[config.mk]
export PLATFORM = sky130hd
export DESIGN_NAME = outlier_trimmed_window_average
export DESIGN_NICKNAME = d
export VERILOG_FILES = /design/src/otwa_pkg.sv /design/src/outlier_trimmed_window_average.sv /design/src/otwa_ram.sv /design/src/otwa_div.sv
export SDC_FILE = /design/constraint.sdc
export NUM_CORES = 2
export LEC_CHECK = 0
export BUFFER_PORTS_ARGS = -buffer_cell sky130_fd_sc_hd__clkbuf_2
export CORE_MARGIN = 5
export CORE_UTILIZATION = 44
export CTS_BUF_LIST = sky130_fd_sc_hd__clkbuf_8
export CTS_CLUSTER_SIZE = 10
export DETAILED_ROUTE_END_ITERATION = 10
export SLEW_MARGIN = 20
export SYNTH_ARGS = -nofsm -noshare
export SYNTH_HDL_FRONTEND = slang
export SYNTH_SLANG_ARGS = --single-unit
[constraint.sdc]
create_clock -name clk -period 15.1 [get_ports clk]
set_input_delay 1.51 -clock clk [delete_from_list [all_inputs] [get_ports clk]]
set_output_delay 1.51 -clock clk [all_outputs]
set_load 0.02 [all_outputs]
[src/otwa_pkg.sv]
package otwa_pkg;

  localparam int SAMPLE_W = 12;
  localparam int CFG_W    = 16;
  localparam int REG_IDX_W = 2;

  localparam logic [REG_IDX_W-1:0] REG_DEVIATION  = 2'd0;
  localparam logic [REG_IDX_W-1:0] REG_FULL_SCALE = 2'd1;
  localparam logic [REG_IDX_W-1:0] REG_PWM_PERIOD = 2'd2;

  // shared divider: widest dividend is filtered mean times period
  localparam int DIV_DW = 28;
  localparam int DIV_VW = 16;

  typedef struct packed {
    logic              start;
    logic [DIV_DW-1:0] dividend;
    logic [DIV_VW-1:0] divisor;
  } div_req_t;

  typedef struct packed {
    logic              done;
    logic [DIV_DW-1:0] quotient;
  } div_rsp_t;

endpackage

[src/outlier_trimmed_window_average.sv]
// Channel  | Transaction                        | Handshake
// ---------+------------------------------------+----------------------
// input    | sample                             | in_valid / in_stall
// output   | window_mean, filtered_mean,        | out_valid / out_stall
//          | kept_count, on_time                |
// config   | cfg_index, cfg_wdata               | cfg_we (no wait)
//
// Each sample, from acceptance to result, takes two read passes over the window RAM,
// a reciprocal multiply for the window mean and two runs of the shared radix-2
// divider, the first for the filtered mean and the second for the on time.
// An empty band or a zero full scale skips one run.
// Reset clears the write pointer and a valid bit per entry; unwritten entries read
// as zero, so there is no clearing pass. The input stalls while a sample is in
// work; a finished result waits in the output register while the next is taken.
module outlier_trimmed_window_average
  import otwa_pkg::*;
#(
  parameter int WINDOW = 10
) (
  input  logic                 clk,
  input  logic                 rst,
  input  logic [SAMPLE_W-1:0]  sample,
  input  logic                 in_valid,
  output logic                 in_stall,
  output logic [SAMPLE_W-1:0]  window_mean,
  output logic [SAMPLE_W-1:0]  filtered_mean,
  output logic [3:0]           kept_count,
  output logic [15:0]          on_time,
  output logic                 out_valid,
  input  logic                 out_stall,
  input  logic                 cfg_we,
  input  logic [REG_IDX_W-1:0] cfg_index,
  input  logic [CFG_W-1:0]     cfg_wdata
);

  localparam int AW     = $clog2(WINDOW);
  localparam int IDX_W  = $clog2(WINDOW + 1);
  localparam int SUM_W  = SAMPLE_W + $clog2(WINDOW);
  localparam int KC_W   = $clog2(WINDOW + 1);
  localparam int BAND_W = 21;
  localparam int PROD_W = 28;

  // sum / WINDOW as (sum * ceil(2^RCP_SH / WINDOW)) >> RCP_SH, exact over the sum range
  localparam int RCP_SH = SUM_W + $clog2(WINDOW);
  localparam int RCP_W  = SUM_W + 1;
  localparam int MUL_W  = SUM_W + RCP_W;
  localparam logic [RCP_W-1:0] RCP_M =
    RCP_W'(((64'd1 << RCP_SH) + 64'(WINDOW) - 64'd1) / 64'(WINDOW));

  localparam logic [7:0] PCT = 8'd100;

  localparam logic [3:0] S_IDLE   = 4'd0;
  localparam logic [3:0] S_SUM    = 4'd1;
  localparam logic [3:0] S_MEAN   = 4'd2;
  localparam logic [3:0] S_BAND   = 4'd3;
  localparam logic [3:0] S_KEEP   = 4'd4;
  localparam logic [3:0] S_FMEAN  = 4'd5;
  localparam logic [3:0] S_SCALE  = 4'd6;
  localparam logic [3:0] S_TSTART = 4'd7;
  localparam logic [3:0] S_TDIV   = 4'd8;
  localparam logic [3:0] S_OUT    = 4'd9;

  logic [3:0] state;

  logic [6:0]  dev_pct;
  logic [15:0] full_scale;
  logic [15:0] pwm_period;

  logic [AW-1:0]     wp;
  logic [WINDOW-1:0] vld;
  logic [IDX_W-1:0]  idx;
  logic              issued;
  logic              vld_rd;

  logic [SUM_W-1:0]    sum;
  logic [SAMPLE_W-1:0] mean;
  logic [BAND_W-1:0]   lo_prod;
  logic [BAND_W-1:0]   hi_prod;
  logic [SUM_W-1:0]    ksum;
  logic [KC_W-1:0]     kcnt;
  logic [SAMPLE_W-1:0] fmean;
  logic [PROD_W-1:0]   prod;
  logic [15:0]         ton;

  logic                accept;
  logic                ram_re;
  logic [SAMPLE_W-1:0] rd_data;
  logic [SAMPLE_W-1:0] entry;
  logic                pass_done;
  logic [BAND_W-1:0]   scaled;
  logic                keep;
  logic [7:0]          kcnt_ext;
  logic [MUL_W-1:0]    mean_prod;

  div_req_t div_req;
  div_rsp_t div_rsp;

  assign in_stall  = (state != S_IDLE);
  assign accept    = in_valid && !in_stall;
  assign ram_re    = ((state == S_SUM) || (state == S_KEEP)) && (idx < IDX_W'(WINDOW));
  assign pass_done = (idx == IDX_W'(WINDOW)) && !issued;
  assign entry     = vld_rd ? rd_data : '0;

  assign mean_prod = MUL_W'(sum) * MUL_W'(RCP_M);

  // entry <= floor(x/100)  <=>  100*entry <= x ; entry >= floor(x/100) <=> 100*entry+99 >= x
  assign scaled = BAND_W'(entry) * BAND_W'(PCT);
  assign keep   = ((scaled + BAND_W'(PCT - 8'd1)) >= lo_prod) && (scaled <= hi_prod);

  assign kcnt_ext = 8'(kcnt);

  otwa_ram #(
    .WIDTH(SAMPLE_W),
    .DEPTH(WINDOW)
  ) u_ram (
    .clk  (clk),
    .we   (accept),
    .waddr(wp),
    .wdata(sample),
    .re   (ram_re),
    .raddr(idx[AW-1:0]),
    .rdata(rd_data)
  );

  otwa_div u_div (
    .clk(clk),
    .rst(rst),
    .req(div_req),
    .rsp(div_rsp)
  );

  always_comb begin
    div_req = '0;
    case (state)
      S_KEEP: begin
        div_req.start    = pass_done && (kcnt != '0);
        div_req.dividend = DIV_DW'(ksum);
        div_req.divisor  = DIV_VW'(kcnt);
      end
      S_TSTART: begin
        div_req.start    = (full_scale != 16'd0);
        div_req.dividend = DIV_DW'(prod);
        div_req.divisor  = full_scale;
      end
      default: begin
        div_req = '0;
      end
    endcase
  end

  always_ff @(posedge clk) begin
    if (rst) begin
      dev_pct    <= 7'd10;
      full_scale <= 16'd3000;
      pwm_period <= 16'd1000;
    end else if (cfg_we) begin
      case (cfg_index)
        REG_DEVIATION:  dev_pct    <= cfg_wdata[6:0];
        REG_FULL_SCALE: full_scale <= cfg_wdata;
        REG_PWM_PERIOD: pwm_period <= cfg_wdata;
        default: begin
        end
      endcase
    end
  end

  always_ff @(posedge clk) begin
    if (rst) begin
      state     <= S_IDLE;
      wp        <= '0;
      vld       <= '0;
      issued    <= 1'b0;
      out_valid <= 1'b0;
    end else begin
      if (out_valid && !out_stall && (state != S_OUT)) begin
        out_valid <= 1'b0;
      end
      issued <= ram_re;
      if (ram_re) begin
        vld_rd <= vld[idx[AW-1:0]];
        idx    <= idx + 1'b1;
      end

      case (state)
        S_IDLE: begin
          if (accept) begin
            vld[wp] <= 1'b1;
            wp      <= (wp == AW'(WINDOW - 1)) ? '0 : wp + 1'b1;
            idx     <= '0;
            sum     <= '0;
            state   <= S_SUM;
          end
        end
        S_SUM: begin
          if (issued) begin
            sum <= sum + SUM_W'(entry);
          end
          if (pass_done) begin
            state <= S_MEAN;
          end
        end
        S_MEAN: begin
          mean  <= mean_prod[RCP_SH +: SAMPLE_W];
          state <= S_BAND;
        end
        S_BAND: begin
          lo_prod <= (dev_pct >= PCT[6:0]) ? '0
                     : BAND_W'(mean) * BAND_W'(PCT - {1'b0, dev_pct});
          hi_prod <= BAND_W'(mean) * BAND_W'(PCT + {1'b0, dev_pct});
          idx     <= '0;
          ksum    <= '0;
          kcnt    <= '0;
          state   <= S_KEEP;
        end
        S_KEEP: begin
          if (issued && keep) begin
            ksum <= ksum + SUM_W'(entry);
            kcnt <= kcnt + 1'b1;
          end
          if (pass_done) begin
            if (kcnt == '0) begin
              fmean <= '0;
              state <= S_SCALE;
            end else begin
              state <= S_FMEAN;
            end
          end
        end
        S_FMEAN: begin
          if (div_rsp.done) begin
            fmean <= div_rsp.quotient[SAMPLE_W-1:0];
            state <= S_SCALE;
          end
        end
        S_SCALE: begin
          prod  <= PROD_W'(fmean) * PROD_W'(pwm_period);
          state <= S_TSTART;
        end
        S_TSTART: begin
          if (full_scale == 16'd0) begin
            ton   <= pwm_period;
            state <= S_OUT;
          end else begin
            state <= S_TDIV;
          end
        end
        S_TDIV: begin
          if (div_rsp.done) begin
            ton   <= (div_rsp.quotient > DIV_DW'(pwm_period)) ? pwm_period
                     : div_rsp.quotient[15:0];
            state <= S_OUT;
          end
        end
        S_OUT: begin
          if (!out_valid || !out_stall) begin
            window_mean   <= mean;
            filtered_mean <= fmean;
            kept_count    <= (kcnt_ext > 8'd15) ? 4'd15 : kcnt_ext[3:0];
            on_time       <= ton;
            out_valid     <= 1'b1;
            state         <= S_IDLE;
          end
        end
        default: begin
          state <= S_IDLE;
        end
      endcase
    end
  end

endmodule

[src/otwa_ram.sv]
module otwa_ram #(
  parameter int WIDTH = 12,
  parameter int DEPTH = 10
) (
  input  logic                     clk,
  input  logic                     we,
  input  logic [$clog2(DEPTH)-1:0] waddr,
  input  logic [WIDTH-1:0]         wdata,
  input  logic                     re,
  input  logic [$clog2(DEPTH)-1:0] raddr,
  output logic [WIDTH-1:0]         rdata
);

  logic [WIDTH-1:0] mem [DEPTH];

  always_ff @(posedge clk) begin
    if (we) begin
      mem[waddr] <= wdata;
    end
    if (re) begin
      rdata <= mem[raddr];
    end
  end

endmodule

[src/otwa_div.sv]
module otwa_div
  import otwa_pkg::*;
(
  input  logic     clk,
  input  logic     rst,
  input  div_req_t req,
  output div_rsp_t rsp
);

  localparam int CNT_W = $clog2(DIV_DW + 1);

  logic [DIV_VW-1:0] rem;
  logic [DIV_DW-1:0] quo;
  logic [DIV_VW-1:0] dsr;
  logic [CNT_W-1:0]  cnt;
  logic              busy;
  logic              done;

  logic [DIV_VW:0] trial;
  logic [DIV_VW:0] diff;
  logic            fits;

  // remainder stays below the divisor, so the shifted trial fits one extra bit
  assign trial = {rem, quo[DIV_DW-1]};
  assign fits  = trial >= {1'b0, dsr};
  assign diff  = trial - {1'b0, dsr};

  always_ff @(posedge clk) begin
    if (rst) begin
      busy <= 1'b0;
      done <= 1'b0;
    end else begin
      done <= 1'b0;
      if (req.start) begin
        busy <= 1'b1;
        rem  <= '0;
        quo  <= req.dividend;
        dsr  <= req.divisor;
        cnt  <= CNT_W'(DIV_DW);
      end else if (busy) begin
        rem <= fits ? diff[DIV_VW-1:0] : trial[DIV_VW-1:0];
        quo <= {quo[DIV_DW-2:0], fits};
        cnt <= cnt - 1'b1;
        if (cnt == CNT_W'(1)) begin
          busy <= 1'b0;
          done <= 1'b1;
        end
      end
    end
  end

  assign rsp.done     = done;
  assign rsp.quotient = quo;

endmodule
==> results.md <==
* Status: finished, final reports clean
* Hold Path End: on_time[11]
* Dominant cell type by area after synthesis: edfxtp_1
* DRC at 0
* Post-synth ARST share at 0%
* Flop-to-flop setup slack at 7720 ps
* GP Congestion at 0.8456
* Syn Std Cell Area at 38360 sq um
* Pre-antenna DRT Iters at 6
* Peak Freq at ~0.14 GHz
* Worst-path maximum fanout at 14
* Most used DFF post-synth: edfxtp_1
* Syn Inst Count at 3688
* Final setup fails at 0
* Maxcap violations at 0
* Number of flops mapped to enable cells by yosys at slightly below 400
* Root Buffer: clkbuf_8
* Routed length per instance at 18.14 microns
* Clock buffer depth at 3
* Worst min-delay path class: reg -> reg
* Slew headroom at 25.31%
* Num CTS Buffers at 80
* First-pass GRT wire length at 145200 microns
* Resized cells post-CTS at 0
* Standard-cell rows at 108
* CP required at 15510 ps
* Post-synth top cells: inv_1, nand2_1, ha_1
* Initial antenna violation count at 2
* Hold Path Origin: ton[11]
* Seq/Total Area, Yosys at about a third
* Post-route ant nets at 0
* Vias at 25.98k
* Number of global-route vias before repair at around 27k
* Core box area at 86620 sq um
* Mapped Avg Cell Area at 10.40 sq um
* DR vias/cell at 5.231
* Crit path time final at 7376 ps
* Worst path arrival time at ~7800 ps
* Setup tns final at 0 ps
* Largest net degree at the start of global routing at 48
* Die W at 305.3 microns
* Reg2reg path depth at 20
* #FFs+latches synth at roughly 450
* Crit. End Element: flop
* Most common cell in the netlist: inv_1
* Net Count, Synth at 4477
* Port buffer count at 80
* Hold Buf Count CTS at 0
* Critical Path Source Type: flop
* Later-pin clock latency in the skew report at 680 ps
* CTS clk-pin slew, worst paths at about 70 ps
* Synth cell types at 87
* Fin crit share at between 40% and 50%
* Starting DRC count in detailed routing at 1551
* Total die area at 93190 sq um
* Nets at 4535
* IO Pins at between 80 and 90
* Area Growth Syn to Fin at 8.702%
* GRT overflow at 0
* Slew of the pin with the lowest slew margin at ~1100 ps
* Synth top area cells: edfxtp_1, fa_1, ha_1
* Clock skew at between 30 and 40 ps
* RSZ-0062 raised after global routing: false
* GRT Util Overall at between 10% and 20%
* Final Hold Vio Count at 0
* Yosys warns at 0
* Synth top area share at 30.61%
* RR Startpoint: dev_pct[2]
* Initial Util at 44.29%
* Critical Setup Path Class: reg -> reg
* Layout cells sized above 1 at 8.399%
* Die height at ~300 microns
* Final Max Slew Viols at 0
* RR Endpoint: lo_prod[20]
* CTS tree: yes
* H-tree depth at 3
* Setup Buffers After CTS at 0
* Num Clock Sinks at 452
* Detail Placement HPWL at 67710 microns
* Worst Hold Depth at 0
* Total wire length at roughly 90000 microns
-- how the worst max path moves through the flow --
stage | endpoint | cells past startpoint | start | slack (ps)
final | lo_prod[20] | 20 | dev_pct[2] | 7720
after detailed placement | lo_prod[20] | 20 | dev_pct[2] | 7810
after floorplan | kcnt[0] | 25 | vld_rd | 8550
after global placement | lo_prod[20] | 20 | dev_pct[2] | 8000
after CTS | lo_prod[20] | 20 | dev_pct[2] | 7770
after global routing | lo_prod[20] | 20 | dev_pct[2] | 7310
-- sequential cells by signal, summed over array words and instances (netlist names), 5 cells and up --
name and flops:
window_mean 12, u_div.cnt 5, full_scale 16, sum 16, fmean 12, ksum 16
vld 10, filtered_mean 12, prod 28, ton 16, dev_pct 7, mean 12
u_div.dsr 16, u_ram.mem 120, pwm_period 16, u_div.rem 16, hi_prod 20, u_div.quo 28
lo_prod 21, on_time 16, u_ram.rdata 12
-- placed cells by master, fill, tap and decap left out, drive strengths merged, types with 48 or more instances in the layout --
cell type,count
edfxtp,391
and2,175
dfxtp,61
nor2b,53
a21oi,166
a21o,53
xor2,48
inv,591
o21ai,79
nand3,59
nor2,201
xnor2,113
nand2,409
clkbuf,165
ha,405
fa,349
-- per-stage QoR --
step                      util, %  instances  setup slack (ps)  hold WS (ps)  area (sq um)
final                       48.14       4966              7724         416.3         41700
after global routing        48.14       4966              7311         420.3         41700
after CTS                   48.08       4964              7765         409.5         41640
after detailed placement    46.21       4818              7809         404.5         40020
after global placement      46.20       4818              8002         401.4         40010
after floorplan                 -       3688              8550         400.3         38360
-- worst max-delay path, stage by stage (launching register included) --
cell      delay, ps
dfxtp_1         650
inv_1           230
ha_1            280
a21oi_1         270
o21ai_0         150
xor2_1          890
nand2_1         190
fa_1            540
fa_1            520
fa_1            540
inv_1            60
fa_1            480
ha_1            320
o21ai_1         110
a21boi_1        100
o21ai_0         220
a21boi_0        190
o41ai_1         520
o21ai_0         280
and3_1          220
or3_1           330
-- kinds of logic (layout without fill, tap and decap cells) --
logic type	Yosys count	in the layout	synth area share (%)
AOI/OAI and AO/OA	474	474	7.981
xor gates and xnor gates	161	161	3.676
adders and majority gates	765	765	31.72
buffers and inverters	712	834	7.101
DFF	452	452	33.79
muxes	60	60	2.466
other	0	1	0
and+or+nand+nor	1064	1064	13.26
-- area by class of cell --
type                            count  area, sq um
Sequential cell                   452        12960
Tap cell                         1155         1445
Fill cell                        8042        44920
Multi-Input combinational cell   2524        22810
Antenna cell                        1        2.502
Inverter                          567         2128
Clock inverter                     61        451.7
Timing Repair Buffer              121        728.2
Clock buffer                       85         1170
-- metal layers --
| layer | vias to the layer above | part of all wire [%] | GRT usage (%) | routed length (microns) |
|---|---|---|---|---|
| li1 | 12445 | - | - | - |
| met1 | 12834 | 46 | 27.13 | 41660 |
| met2 | 560 | 47 | 31.67 | 42040 |
| met3 | 140 | 4.7 | 2.991 | 4225 |
| met4 | 0 | 2.4 | 4.973 | 2159 |
| met5 | - | 0 | 0 | 0 |
Power is not shown: default switching activity piles up to over one toggle a cycle in this logic, so the estimate is an artifact.
